<file path="config.mk">
export PLATFORM = sky130hd
export DESIGN_NAME = freshest_link_estop_voter
export DESIGN_NICKNAME = d
export VERILOG_FILES = /design/src/rtl/flev_pkg.sv /design/src/rtl/freshest_link_estop_voter.sv /design/src/rtl/flev_accum.sv /design/src/rtl/flev_final.sv
export VERILOG_INCLUDE_DIRS = /design/src /design/src/rtl
export SDC_FILE = /design/constraint.sdc
export NUM_CORES = 1
export LEC_CHECK = 0
export BUFFER_PORTS_ARGS = -buffer_cell sky130_fd_sc_hd__buf_4
export CAP_MARGIN = 5
export CORE_MARGIN = 1
export CORE_UTILIZATION = 47
export CTS_CLUSTER_SIZE = 14
export DETAILED_ROUTE_END_ITERATION = 10
export PLACE_DENSITY = 0.72
export SYNTH_ARGS = -nofsm -noshare
export SYNTH_HDL_FRONTEND = slang
export SYNTH_SLANG_ARGS = --single-unit
</file>
<file path="constraint.sdc">
create_clock -name clk -period 16.8 [get_ports clk]
set_clock_uncertainty 0.15 [all_clocks]
set_input_delay 3.36 -clock clk [delete_from_list [all_inputs] [get_ports clk]]
set_output_delay 3.36 -clock clk [all_outputs]
set_load 0.03 [all_outputs]
</file>
<file path="src/rtl/freshest_link_estop_voter_macros.svh">
// ----------------------------------------------------------------------------
// freshest_link_estop_voter assertion macros
// Concurrent assertion shorthands, clocked on clk, disabled while rst_n is low.
// ----------------------------------------------------------------------------
`ifndef FRESHEST_LINK_ESTOP_VOTER_MACROS_SVH
`define FRESHEST_LINK_ESTOP_VOTER_MACROS_SVH

`ifndef NO_ASSERTIONS

// same-cycle implication
`define FLEV_ASSERT_IMP(label, ante, cons, msg) \
    label: assert property (@(posedge clk) disable iff (!rst_n) (ante) |-> (cons)) \
        else $error(msg);

// next-cycle implication
`define FLEV_ASSERT_NXT(label, ante, cons, msg) \
    label: assert property (@(posedge clk) disable iff (!rst_n) (ante) |=> (cons)) \
        else $error(msg);

`else

`define FLEV_ASSERT_IMP(label, ante, cons, msg)

`define FLEV_ASSERT_NXT(label, ante, cons, msg)

`endif

`endif

</file>
<file path="src/rtl/flev_pkg.sv">
// ----------------------------------------------------------------------------
// flev_pkg
// Shared widths, register indexes, reset values and the round snapshot type.
// ----------------------------------------------------------------------------
package flev_pkg;

    localparam int IN_AGE_W  = 32;
    localparam int OUT_AGE_W = 32;
    localparam int BYTE_W    = 8;
    localparam int ELAPSED_W = 16;
    localparam int CFG_W     = 16;
    localparam int CFG_IDX_W = 1;

    localparam logic [CFG_IDX_W-1:0] CFG_IDX_TIMEOUT = 1'b0;
    localparam logic [CFG_IDX_W-1:0] CFG_IDX_DELAY   = 1'b1;

    localparam logic [CFG_W-1:0] TIMEOUT_RESET = 16'd300;
    localparam logic [CFG_W-1:0] DELAY_RESET   = 16'd120;

    localparam int FRESHEST_RESET = 1000000;
    localparam int FRESHEST_W     = $clog2(FRESHEST_RESET + 1);

    // control part of a finished round, handed from accumulate to final stage
    typedef struct packed {
        logic                 stop_state;
        logic                 soft_state;
        logic [ELAPSED_W-1:0] elapsed;
    } flev_snap_t;

endpackage

</file>
<file path="src/rtl/freshest_link_estop_voter.sv">
// ----------------------------------------------------------------------------
// freshest_link_estop_voter
// Fuses hard-stop and soft-stop link reports over a round and reports the
// freshest stop state and message age once per round.
//
//   channel | direction | handshake            | payload
//   --------+-----------+----------------------+---------------------------------
//   cfg     | in        | cfg_we               | cfg_index, cfg_wdata
//   in      | in        | in_valid / in_ready  | one link report per request
//   out     | out       | out_valid / out_ready| stop_active, soft_stop_active,
//           |           |                      | message_age
//
// One request per cycle unless a round-closing request waits for the snapshot;
// the running best ages update from the input register, which sets the rate.
// A round-closing request passes the input, snapshot and result registers.
// Only a round-closing request waits on a full output; mid-round requests
// flow regardless of out_ready.
// Reset restores the register defaults, restarts the round and sets the
// freshest age to its startup value.
// ----------------------------------------------------------------------------
module freshest_link_estop_voter #(
    parameter int AGE_BITS = 32
) (
    input  logic                              clk,
    input  logic                              rst_n,
    input  logic                              cfg_we,
    input  logic [flev_pkg::CFG_IDX_W-1:0]    cfg_index,
    input  logic [flev_pkg::CFG_W-1:0]        cfg_wdata,
    input  logic                              in_valid,
    output logic                              in_ready,
    input  logic                              link_connected,
    input  logic                              long_range_link,
    input  logic [flev_pkg::IN_AGE_W-1:0]     stop_age,
    input  logic                              stop_has_data,
    input  logic [flev_pkg::BYTE_W-1:0]       stop_byte,
    input  logic [flev_pkg::IN_AGE_W-1:0]     soft_age,
    input  logic                              soft_has_data,
    input  logic [flev_pkg::BYTE_W-1:0]       soft_byte,
    input  logic                              first_of_round,
    input  logic                              last_of_round,
    input  logic [flev_pkg::ELAPSED_W-1:0]    elapsed_ms,
    output logic                              out_valid,
    input  logic                              out_ready,
    output logic                              stop_active,
    output logic                              soft_stop_active,
    output logic [flev_pkg::OUT_AGE_W-1:0]    message_age
);
    import flev_pkg::*;

    logic [CFG_W-1:0]     stop_timeout_reg;
    logic [CFG_W-1:0]     radio_delay_reg;

    logic                 snap_valid;
    logic                 snap_ready;
    logic [AGE_BITS-1:0]  snap_stop_age;
    logic [AGE_BITS-1:0]  snap_soft_age;
    flev_snap_t           snap_ctl;

    always_ff @(posedge clk or negedge rst_n)
    begin
        if (!rst_n)
        begin
            stop_timeout_reg <= TIMEOUT_RESET;
            radio_delay_reg  <= DELAY_RESET;
        end
        else if (cfg_we)
        begin
            case (cfg_index)
                CFG_IDX_TIMEOUT: stop_timeout_reg <= cfg_wdata;
                CFG_IDX_DELAY:   radio_delay_reg  <= cfg_wdata;
                default:         ;
            endcase
        end
    end

    flev_accum #(
        .AGE_BITS        (AGE_BITS)
    ) u_accum (
        .clk             (clk),
        .rst_n           (rst_n),
        .radio_delay     (radio_delay_reg),
        .in_valid        (in_valid),
        .in_ready        (in_ready),
        .link_connected  (link_connected),
        .long_range_link (long_range_link),
        .stop_age        (stop_age),
        .stop_has_data   (stop_has_data),
        .stop_byte       (stop_byte),
        .soft_age        (soft_age),
        .soft_has_data   (soft_has_data),
        .soft_byte       (soft_byte),
        .first_of_round  (first_of_round),
        .last_of_round   (last_of_round),
        .elapsed_ms      (elapsed_ms),
        .snap_valid      (snap_valid),
        .snap_ready      (snap_ready),
        .snap_stop_age   (snap_stop_age),
        .snap_soft_age   (snap_soft_age),
        .snap_ctl        (snap_ctl)
    );

    flev_final #(
        .AGE_BITS         (AGE_BITS)
    ) u_final (
        .clk              (clk),
        .rst_n            (rst_n),
        .stop_timeout     (stop_timeout_reg),
        .snap_valid       (snap_valid),
        .snap_ready       (snap_ready),
        .snap_stop_age    (snap_stop_age),
        .snap_soft_age    (snap_soft_age),
        .snap_ctl         (snap_ctl),
        .out_valid        (out_valid),
        .out_ready        (out_ready),
        .stop_active      (stop_active),
        .soft_stop_active (soft_stop_active),
        .message_age      (message_age)
    );

endmodule

</file>
<file path="src/rtl/flev_accum.sv">
// ----------------------------------------------------------------------------
// flev_accum
// Input register and running best-age/state accumulation; captures a round
// snapshot on the last request of a round.
// ----------------------------------------------------------------------------
`include "freshest_link_estop_voter_macros.svh"

module flev_accum #(
    parameter int AGE_BITS = 32
) (
    input  logic                              clk,
    input  logic                              rst_n,
    input  logic [flev_pkg::CFG_W-1:0]        radio_delay,
    input  logic                              in_valid,
    output logic                              in_ready,
    input  logic                              link_connected,
    input  logic                              long_range_link,
    input  logic [flev_pkg::IN_AGE_W-1:0]     stop_age,
    input  logic                              stop_has_data,
    input  logic [flev_pkg::BYTE_W-1:0]       stop_byte,
    input  logic [flev_pkg::IN_AGE_W-1:0]     soft_age,
    input  logic                              soft_has_data,
    input  logic [flev_pkg::BYTE_W-1:0]       soft_byte,
    input  logic                              first_of_round,
    input  logic                              last_of_round,
    input  logic [flev_pkg::ELAPSED_W-1:0]    elapsed_ms,
    output logic                              snap_valid,
    input  logic                              snap_ready,
    output logic [AGE_BITS-1:0]               snap_stop_age,
    output logic [AGE_BITS-1:0]               snap_soft_age,
    output flev_pkg::flev_snap_t              snap_ctl
);
    import flev_pkg::*;

    localparam logic [AGE_BITS-1:0] AGE_MAX = '1;

    logic [AGE_BITS-1:0]  stop_age_c;
    logic [AGE_BITS-1:0]  soft_age_c;

    // input register
    logic                 ir_valid_reg;
    logic                 ir_valid_next;
    logic                 ir_conn_reg;
    logic                 ir_long_reg;
    logic [AGE_BITS-1:0]  ir_stop_age_reg;
    logic [AGE_BITS-1:0]  ir_soft_age_reg;
    logic                 ir_stop_asrt_reg;
    logic                 ir_soft_asrt_reg;
    logic                 ir_first_reg;
    logic                 ir_last_reg;
    logic [ELAPSED_W-1:0] ir_elapsed_reg;

    // running round state
    logic [AGE_BITS-1:0]  best_stop_age_reg;
    logic [AGE_BITS-1:0]  best_soft_age_reg;
    logic                 best_stop_state_reg;
    logic                 best_soft_state_reg;
    logic [AGE_BITS-1:0]  best_stop_age_next;
    logic [AGE_BITS-1:0]  best_soft_age_next;
    logic                 best_stop_state_next;
    logic                 best_soft_state_next;

    // round snapshot
    logic                 snap_valid_reg;
    logic                 snap_valid_next;
    logic [AGE_BITS-1:0]  snap_stop_age_reg;
    logic [AGE_BITS-1:0]  snap_soft_age_reg;
    flev_snap_t           snap_ctl_reg;

    logic                 snap_free;
    logic                 adv;
    logic                 in_accept;
    logic [AGE_BITS-1:0]  base_stop_age;
    logic [AGE_BITS-1:0]  base_soft_age;
    logic                 base_stop_state;
    logic                 base_soft_state;
    logic                 upd_stop;
    logic                 upd_soft;
    logic [AGE_BITS-1:0]  sel_stop_age;
    logic [AGE_BITS-1:0]  sel_soft_age;
    logic [AGE_BITS:0]    stop_sum;
    logic [AGE_BITS:0]    soft_sum;
    logic                 do_comp;

    // clamp incoming ages to the running-age width
    generate
        if (AGE_BITS >= IN_AGE_W) begin : g_age_wide
            assign stop_age_c = AGE_BITS'(stop_age);
            assign soft_age_c = AGE_BITS'(soft_age);
        end
        else begin : g_age_narrow
            assign stop_age_c = (|stop_age[IN_AGE_W-1:AGE_BITS]) ? AGE_MAX
                                                                : stop_age[AGE_BITS-1:0];
            assign soft_age_c = (|soft_age[IN_AGE_W-1:AGE_BITS]) ? AGE_MAX
                                                                : soft_age[AGE_BITS-1:0];
        end
    endgenerate

    // only a round-closing request needs room in the snapshot
    assign snap_free = !snap_valid_reg || snap_ready;
    assign adv       = ir_valid_reg && (!ir_last_reg || snap_free);
    assign in_ready  = !ir_valid_reg || adv;
    assign in_accept = in_valid && in_ready;

    assign ir_valid_next   = in_accept || (ir_valid_reg && !adv);
    assign snap_valid_next = (snap_valid_reg && !snap_ready) || (adv && ir_last_reg);

    always_comb
    begin
        base_stop_age   = ir_first_reg ? AGE_MAX : best_stop_age_reg;
        base_soft_age   = ir_first_reg ? AGE_MAX : best_soft_age_reg;
        base_stop_state = ir_first_reg ? 1'b1 : best_stop_state_reg;
        base_soft_state = ir_first_reg ? 1'b1 : best_soft_state_reg;

        upd_stop = ir_conn_reg && (ir_stop_age_reg < base_stop_age);
        upd_soft = ir_conn_reg && (ir_soft_age_reg < base_soft_age);

        sel_stop_age = upd_stop ? ir_stop_age_reg : base_stop_age;
        sel_soft_age = upd_soft ? ir_soft_age_reg : base_soft_age;

        best_stop_state_next = upd_stop ? ir_stop_asrt_reg : base_stop_state;
        best_soft_state_next = upd_soft ? ir_soft_asrt_reg : base_soft_state;

        // long-range compensation, saturating on carry out
        do_comp  = ir_conn_reg && ir_long_reg;
        stop_sum = {1'b0, sel_stop_age} + (AGE_BITS+1)'(radio_delay);
        soft_sum = {1'b0, sel_soft_age} + (AGE_BITS+1)'(radio_delay);

        best_stop_age_next = sel_stop_age;
        best_soft_age_next = sel_soft_age;
        if (do_comp)
        begin
            best_stop_age_next = stop_sum[AGE_BITS] ? AGE_MAX : stop_sum[AGE_BITS-1:0];
            best_soft_age_next = soft_sum[AGE_BITS] ? AGE_MAX : soft_sum[AGE_BITS-1:0];
        end
    end

    always_ff @(posedge clk or negedge rst_n)
    begin
        if (!rst_n)
        begin
            ir_valid_reg        <= 1'b0;
            snap_valid_reg      <= 1'b0;
            best_stop_age_reg   <= AGE_MAX;
            best_soft_age_reg   <= AGE_MAX;
            best_stop_state_reg <= 1'b1;
            best_soft_state_reg <= 1'b1;
        end
        else
        begin
            ir_valid_reg   <= ir_valid_next;
            snap_valid_reg <= snap_valid_next;
            if (adv)
            begin
                best_stop_age_reg   <= best_stop_age_next;
                best_soft_age_reg   <= best_soft_age_next;
                best_stop_state_reg <= best_stop_state_next;
                best_soft_state_reg <= best_soft_state_next;
            end
        end
    end

    always_ff @(posedge clk)
    begin
        if (in_accept)
        begin
            ir_conn_reg      <= link_connected;
            ir_long_reg      <= long_range_link;
            ir_stop_age_reg  <= stop_age_c;
            ir_soft_age_reg  <= soft_age_c;
            ir_stop_asrt_reg <= !stop_has_data || (|stop_byte);
            ir_soft_asrt_reg <= !soft_has_data || (|soft_byte);
            ir_first_reg     <= first_of_round;
            ir_last_reg      <= last_of_round;
            ir_elapsed_reg   <= elapsed_ms;
        end
        if (adv && ir_last_reg)
        begin
            snap_stop_age_reg       <= best_stop_age_next;
            snap_soft_age_reg       <= best_soft_age_next;
            snap_ctl_reg.stop_state <= best_stop_state_next;
            snap_ctl_reg.soft_state <= best_soft_state_next;
            snap_ctl_reg.elapsed    <= ir_elapsed_reg;
        end
    end

    assign snap_valid    = snap_valid_reg;
    assign snap_stop_age = snap_stop_age_reg;
    assign snap_soft_age = snap_soft_age_reg;
    assign snap_ctl      = snap_ctl_reg;

    `FLEV_ASSERT_IMP(a_mid_round_no_wait, ir_valid_reg && !ir_last_reg, in_ready, "mid-round request stalled")
    `FLEV_ASSERT_NXT(a_snap_held, snap_valid_reg && !snap_ready, snap_valid_reg, "round snapshot dropped")
    `FLEV_ASSERT_NXT(a_first_unconnected, adv && ir_first_reg && !ir_conn_reg, best_stop_state_reg && best_soft_state_reg && (best_stop_age_reg == AGE_MAX), "round start not applied")

endmodule

</file>
<file path="src/rtl/flev_final.sv">
// ----------------------------------------------------------------------------
// flev_final
// Ages the freshest-message age, folds in the round's best ages, applies the
// stop timeout and holds the result register.
// ----------------------------------------------------------------------------
`include "freshest_link_estop_voter_macros.svh"

module flev_final #(
    parameter int AGE_BITS = 32
) (
    input  logic                              clk,
    input  logic                              rst_n,
    input  logic [flev_pkg::CFG_W-1:0]        stop_timeout,
    input  logic                              snap_valid,
    output logic                              snap_ready,
    input  logic [AGE_BITS-1:0]               snap_stop_age,
    input  logic [AGE_BITS-1:0]               snap_soft_age,
    input  flev_pkg::flev_snap_t              snap_ctl,
    output logic                              out_valid,
    input  logic                              out_ready,
    output logic                              stop_active,
    output logic                              soft_stop_active,
    output logic [flev_pkg::OUT_AGE_W-1:0]    message_age
);
    import flev_pkg::*;

    localparam logic [AGE_BITS-1:0] AGE_MAX = '1;
    localparam logic [AGE_BITS-1:0] FRESH_INIT =
        (AGE_BITS >= FRESHEST_W) ? AGE_BITS'(FRESHEST_RESET) : AGE_MAX;

    logic                  out_valid_reg;
    logic                  out_valid_next;
    logic                  out_stop_reg;
    logic                  out_soft_reg;
    logic [OUT_AGE_W-1:0]  out_age_reg;
    logic [AGE_BITS-1:0]   freshest_reg;
    logic [AGE_BITS-1:0]   freshest_next;

    logic                  take;
    logic [AGE_BITS:0]     aged_sum;
    logic [AGE_BITS-1:0]   aged;
    logic [AGE_BITS-1:0]   min1;
    logic                  timed_out;
    logic                  stop_next;
    logic [OUT_AGE_W-1:0]  age_out_next;

    assign snap_ready     = !out_valid_reg || out_ready;
    assign take           = snap_valid && snap_ready;
    assign out_valid_next = take || (out_valid_reg && !out_ready);

    always_comb
    begin
        aged_sum      = {1'b0, freshest_reg} + (AGE_BITS+1)'(snap_ctl.elapsed);
        aged          = aged_sum[AGE_BITS] ? AGE_MAX : aged_sum[AGE_BITS-1:0];
        min1          = (snap_stop_age < aged) ? snap_stop_age : aged;
        freshest_next = (snap_soft_age < min1) ? snap_soft_age : min1;
        timed_out     = snap_stop_age > AGE_BITS'(stop_timeout);
        stop_next     = timed_out || snap_ctl.stop_state;
    end

    generate
        if (AGE_BITS > OUT_AGE_W) begin : g_out_sat
            assign age_out_next = (|freshest_next[AGE_BITS-1:OUT_AGE_W]) ? '1
                                  : freshest_next[OUT_AGE_W-1:0];
        end
        else begin : g_out_ext
            assign age_out_next = OUT_AGE_W'(freshest_next);
        end
    endgenerate

    always_ff @(posedge clk or negedge rst_n)
    begin
        if (!rst_n)
        begin
            out_valid_reg <= 1'b0;
            freshest_reg  <= FRESH_INIT;
        end
        else
        begin
            out_valid_reg <= out_valid_next;
            if (take)
            begin
                freshest_reg <= freshest_next;
            end
        end
    end

    always_ff @(posedge clk)
    begin
        if (take)
        begin
            out_stop_reg <= stop_next;
            out_soft_reg <= snap_ctl.soft_state;
            out_age_reg  <= age_out_next;
        end
    end

    assign out_valid        = out_valid_reg;
    assign stop_active      = out_stop_reg;
    assign soft_stop_active = out_soft_reg;
    assign message_age      = out_age_reg;

    `FLEV_ASSERT_NXT(a_take_gives_result, take, out_valid_reg, "finished round gave no result")
    `FLEV_ASSERT_NXT(a_fresh_le_stop, take, freshest_reg <= $past(snap_stop_age), "freshest age above round stop age")
    `FLEV_ASSERT_NXT(a_timeout_forces_stop, take && (snap_stop_age > AGE_BITS'(stop_timeout)), out_stop_reg, "timeout did not force stop")

endmodule

</file>
==> out/results.ini <==
[power]
p_per_area_nw_per_um2=153
leakagePower_nw=9.83
peakVddDrop_mv=0.0920

[floorplanning]
initial_core_util=0.479
std_cell_rows=76
ioPinCount=160
die_y_um=212
core_area_um2=43400
dieArea_um2=45100
die_x_um=212

[place]
portBuffers=159
post-dp-hpwl_um=42600
gp_congestion=0.939
dp_cells=2710

[timing]
drv_slew=0
max_freq_mhz=122
worst_pin_slew_ns=1.04
tns_ns=0
setup_viol_count_final=0
period_needed_ns=8.22
finalHoldViolCount=0
slew_headroom=0.305
rsz0062_at_grt=no
period_share=0.490
whs_ns=0.278

[drt]
first_pass_iters=6
via_per_inst=5.91
wl_um=56600
drt_iter0_drc=1452
drc=0
via_count=16400
wl_per_cell_um=20.4
detail-route-antenna-nets=0

[critical_path]
r2r_end=u_final.freshest_reg[28]$_DFFE_PN0P_
critical_path.max_fanout=55
cp-endpoint=u_final.freshest_reg[28]$_DFFE_PN0P_
reg2regPathDepth=27
critPathRequiredTime_ns=17.10
worstSetupStartpoint=u_accum.snap_ctl[2]$_DFFE_PP_
crit_arrival_ns=8.52
endpoint_kind=register
path_class=register to register
reg2reg_setup_slack_ns=8.58
r2r_start=u_accum.snap_ctl[2]$_DFFE_PP_
start_kind=register

[clock_network]
clockRootBuffer=clkbuf_16
cts_resized=0
cts_tree=built
clk_latency_ns=0.58
numCtsBuffers=39
htreeDepth=2
cts-hold-fix-buffers=0
clk_path_buf_depth=3
cts_setup_buffers=0
path_clk_slew_ns=0.06
numClockSinks=335

[grt]
antenna_found_initial=0
grt_overflow=0
grt.total_usage=0.254
grt_max_degree=90
grt_pass1_vias=15900
grt_pass1_wl_um=88800

[yosys]
yosys_warnings=0
ys_dominant_reg_cell=edfxtp_1
ys_types=89
yosys.area.top_type=edfxtp_1
ys_ff_latch=335
async_flop_share=0.397
ys_seq_area_frac=0.457
synth_edf_count=202
syn_area_per_cell_um2=10.3
syn-num-nets=2339
synth_area_um2=20800
syn_inst=2025
netlist.area_leader.share=0.292
synthTopCellsByArea=edfxtp_1, ha_1, dfstp_2

[status]
status=complete, no violations

[layout]
antenna_cells=0
area_growth_pct=14.5
layout-drive-gt1-share=0.198
fin_cells=2782
final_util=0.549
fillers=3798
nets=2480

[min_path]
hold_path.class=register to register

[flow_run]
drv_cap=0

==> kinds of logic (layout without fill, tap and decap cells) <==
logic type,after synthesis,in the layout,synth area share
adders and majority gates,191,191,0.116
xor gates and xnor gates,65,65,0.0274
AOI/OAI and AO/OA,528,528,0.170
and+or+nand+nor,663,663,0.147
buffers and inverters,143,315,0.0290
DFF,335,335,0.457
muxes,100,100,0.0536
==> through the flow <==
stage / total power (W) / area [um^2] / worst slack (ns)
2_1_floorplan: 0.00235 / 20800 / 9.41
3_3_place_gp: 0.00273 / 22500 / 8.89
3_5_place_dp: 0.00277 / 22500 / 8.69
4_1_cts: 0.00364 / 23800 / 8.65
5_1_grt: 0.00387 / 23800 / 7.94
6_report: 0.00363 / 23800 / 8.58
==> layer usage <==
layer | up-vias | part of all wire | GRT usage
li1 | 7851 | - | -
met3 | 100 | 0.056 | 0.0353
met2 | 532 | 0.45 | 0.400
met5 | - | 0 | 0
met4 | 0 | 0.025 | 0.0714
met1 | 7961 | 0.47 | 0.366
==> critical path, stage by stage (launching register included) <==
cell and delay, ns:
edfxtp_1 0.37, ha_1 0.38, o21ai_0 0.12, o21ai_1 0.16, a21oi_1 0.13, or3b_2 0.55, a21boi_1 0.23, a21o_1 0.53
a31o_2 0.25, nand2_1 0.06, ha_1 0.30, a2111oi_0 0.45, o21ai_0 0.15, a21oi_1 0.14, o22ai_1 0.10, a211oi_1 0.32
and2_1 0.23, buf_4 0.45, mux2_2 0.40, ha_1 0.29, and4_1 0.22, a221oi_1 0.47, o221ai_1 0.22, a21o_1 0.20
or2_2 0.27, buf_4 0.30, mux2_4 0.37, mux2_2 0.26
==> worst min path at each step <==
stage,startpoint,end,slack [ns],cells past startpoint
after floorplan,u_accum.ir_elapsed_reg[0]$_DFFE_PP_,u_accum.snap_ctl[0]$_DFFE_PP_,0.25,0
after global placement,u_accum.ir_elapsed_reg[14]$_DFFE_PP_,u_accum.snap_ctl[14]$_DFFE_PP_,0.27,0
after detailed placement,u_accum.ir_elapsed_reg[8]$_DFFE_PP_,u_accum.snap_ctl[8]$_DFFE_PP_,0.26,0
after CTS,u_accum.ir_elapsed_reg[6]$_DFFE_PP_,u_accum.snap_ctl[6]$_DFFE_PP_,0.29,0
after global routing,u_accum.ir_elapsed_reg[6]$_DFFE_PP_,u_accum.snap_ctl[6]$_DFFE_PP_,0.30,0
final,u_accum.ir_elapsed_reg[6]$_DFFE_PP_,u_accum.snap_ctl[6]$_DFFE_PP_,0.28,0
==> Yosys cell counts (51+ instances only) <==
| cell type | instances |
|---|---|
| nor2_1 | 217 |
| edfxtp_1 | 202 |
| nand2_1 | 197 |
| ha_1 | 187 |
| a21oi_1 | 125 |
| o21ai_0 | 97 |
| dfstp_2 | 81 |
| mux2_2 | 68 |
| inv_1 | 63 |
| dfrtp_1 | 52 |
| clkbuf_1 | 51 |
==> power breakdown <==
group          internal [W]  leakage, nW  switching, W  total (W)
Combinational      0.000637         5.86      0.000922    0.00156
Clock              0.000492        0.602      0.000360   0.000852
Sequential          0.00110         3.37      0.000128    0.00122
Total               0.00222         9.83       0.00141    0.00363
==> layout by cell type (no fill, tap or decap), drive strengths merged, types with 52 or more instances in the layout <==
cell type  count
ha           187
o21ai        110
dfrtp         52
edfxtp       202
dfstp         81
mux2          72
nand2        197
nor2         217
inv           69
buf          179
a21oi        126
==> cell type report <==
cell class	instances	area (um^2)	area share
clock inverters	23	229	0.00962
clock buffers	49	1040	0.0439
repair buffers	179	1340	0.0565
multi-input cells	1547	10700	0.450
well taps	585	732	0.0308
inverters	64	240	0.0101
flip-flops and latches	335	9500	0.399
Power figures use the tool's default switching activity.
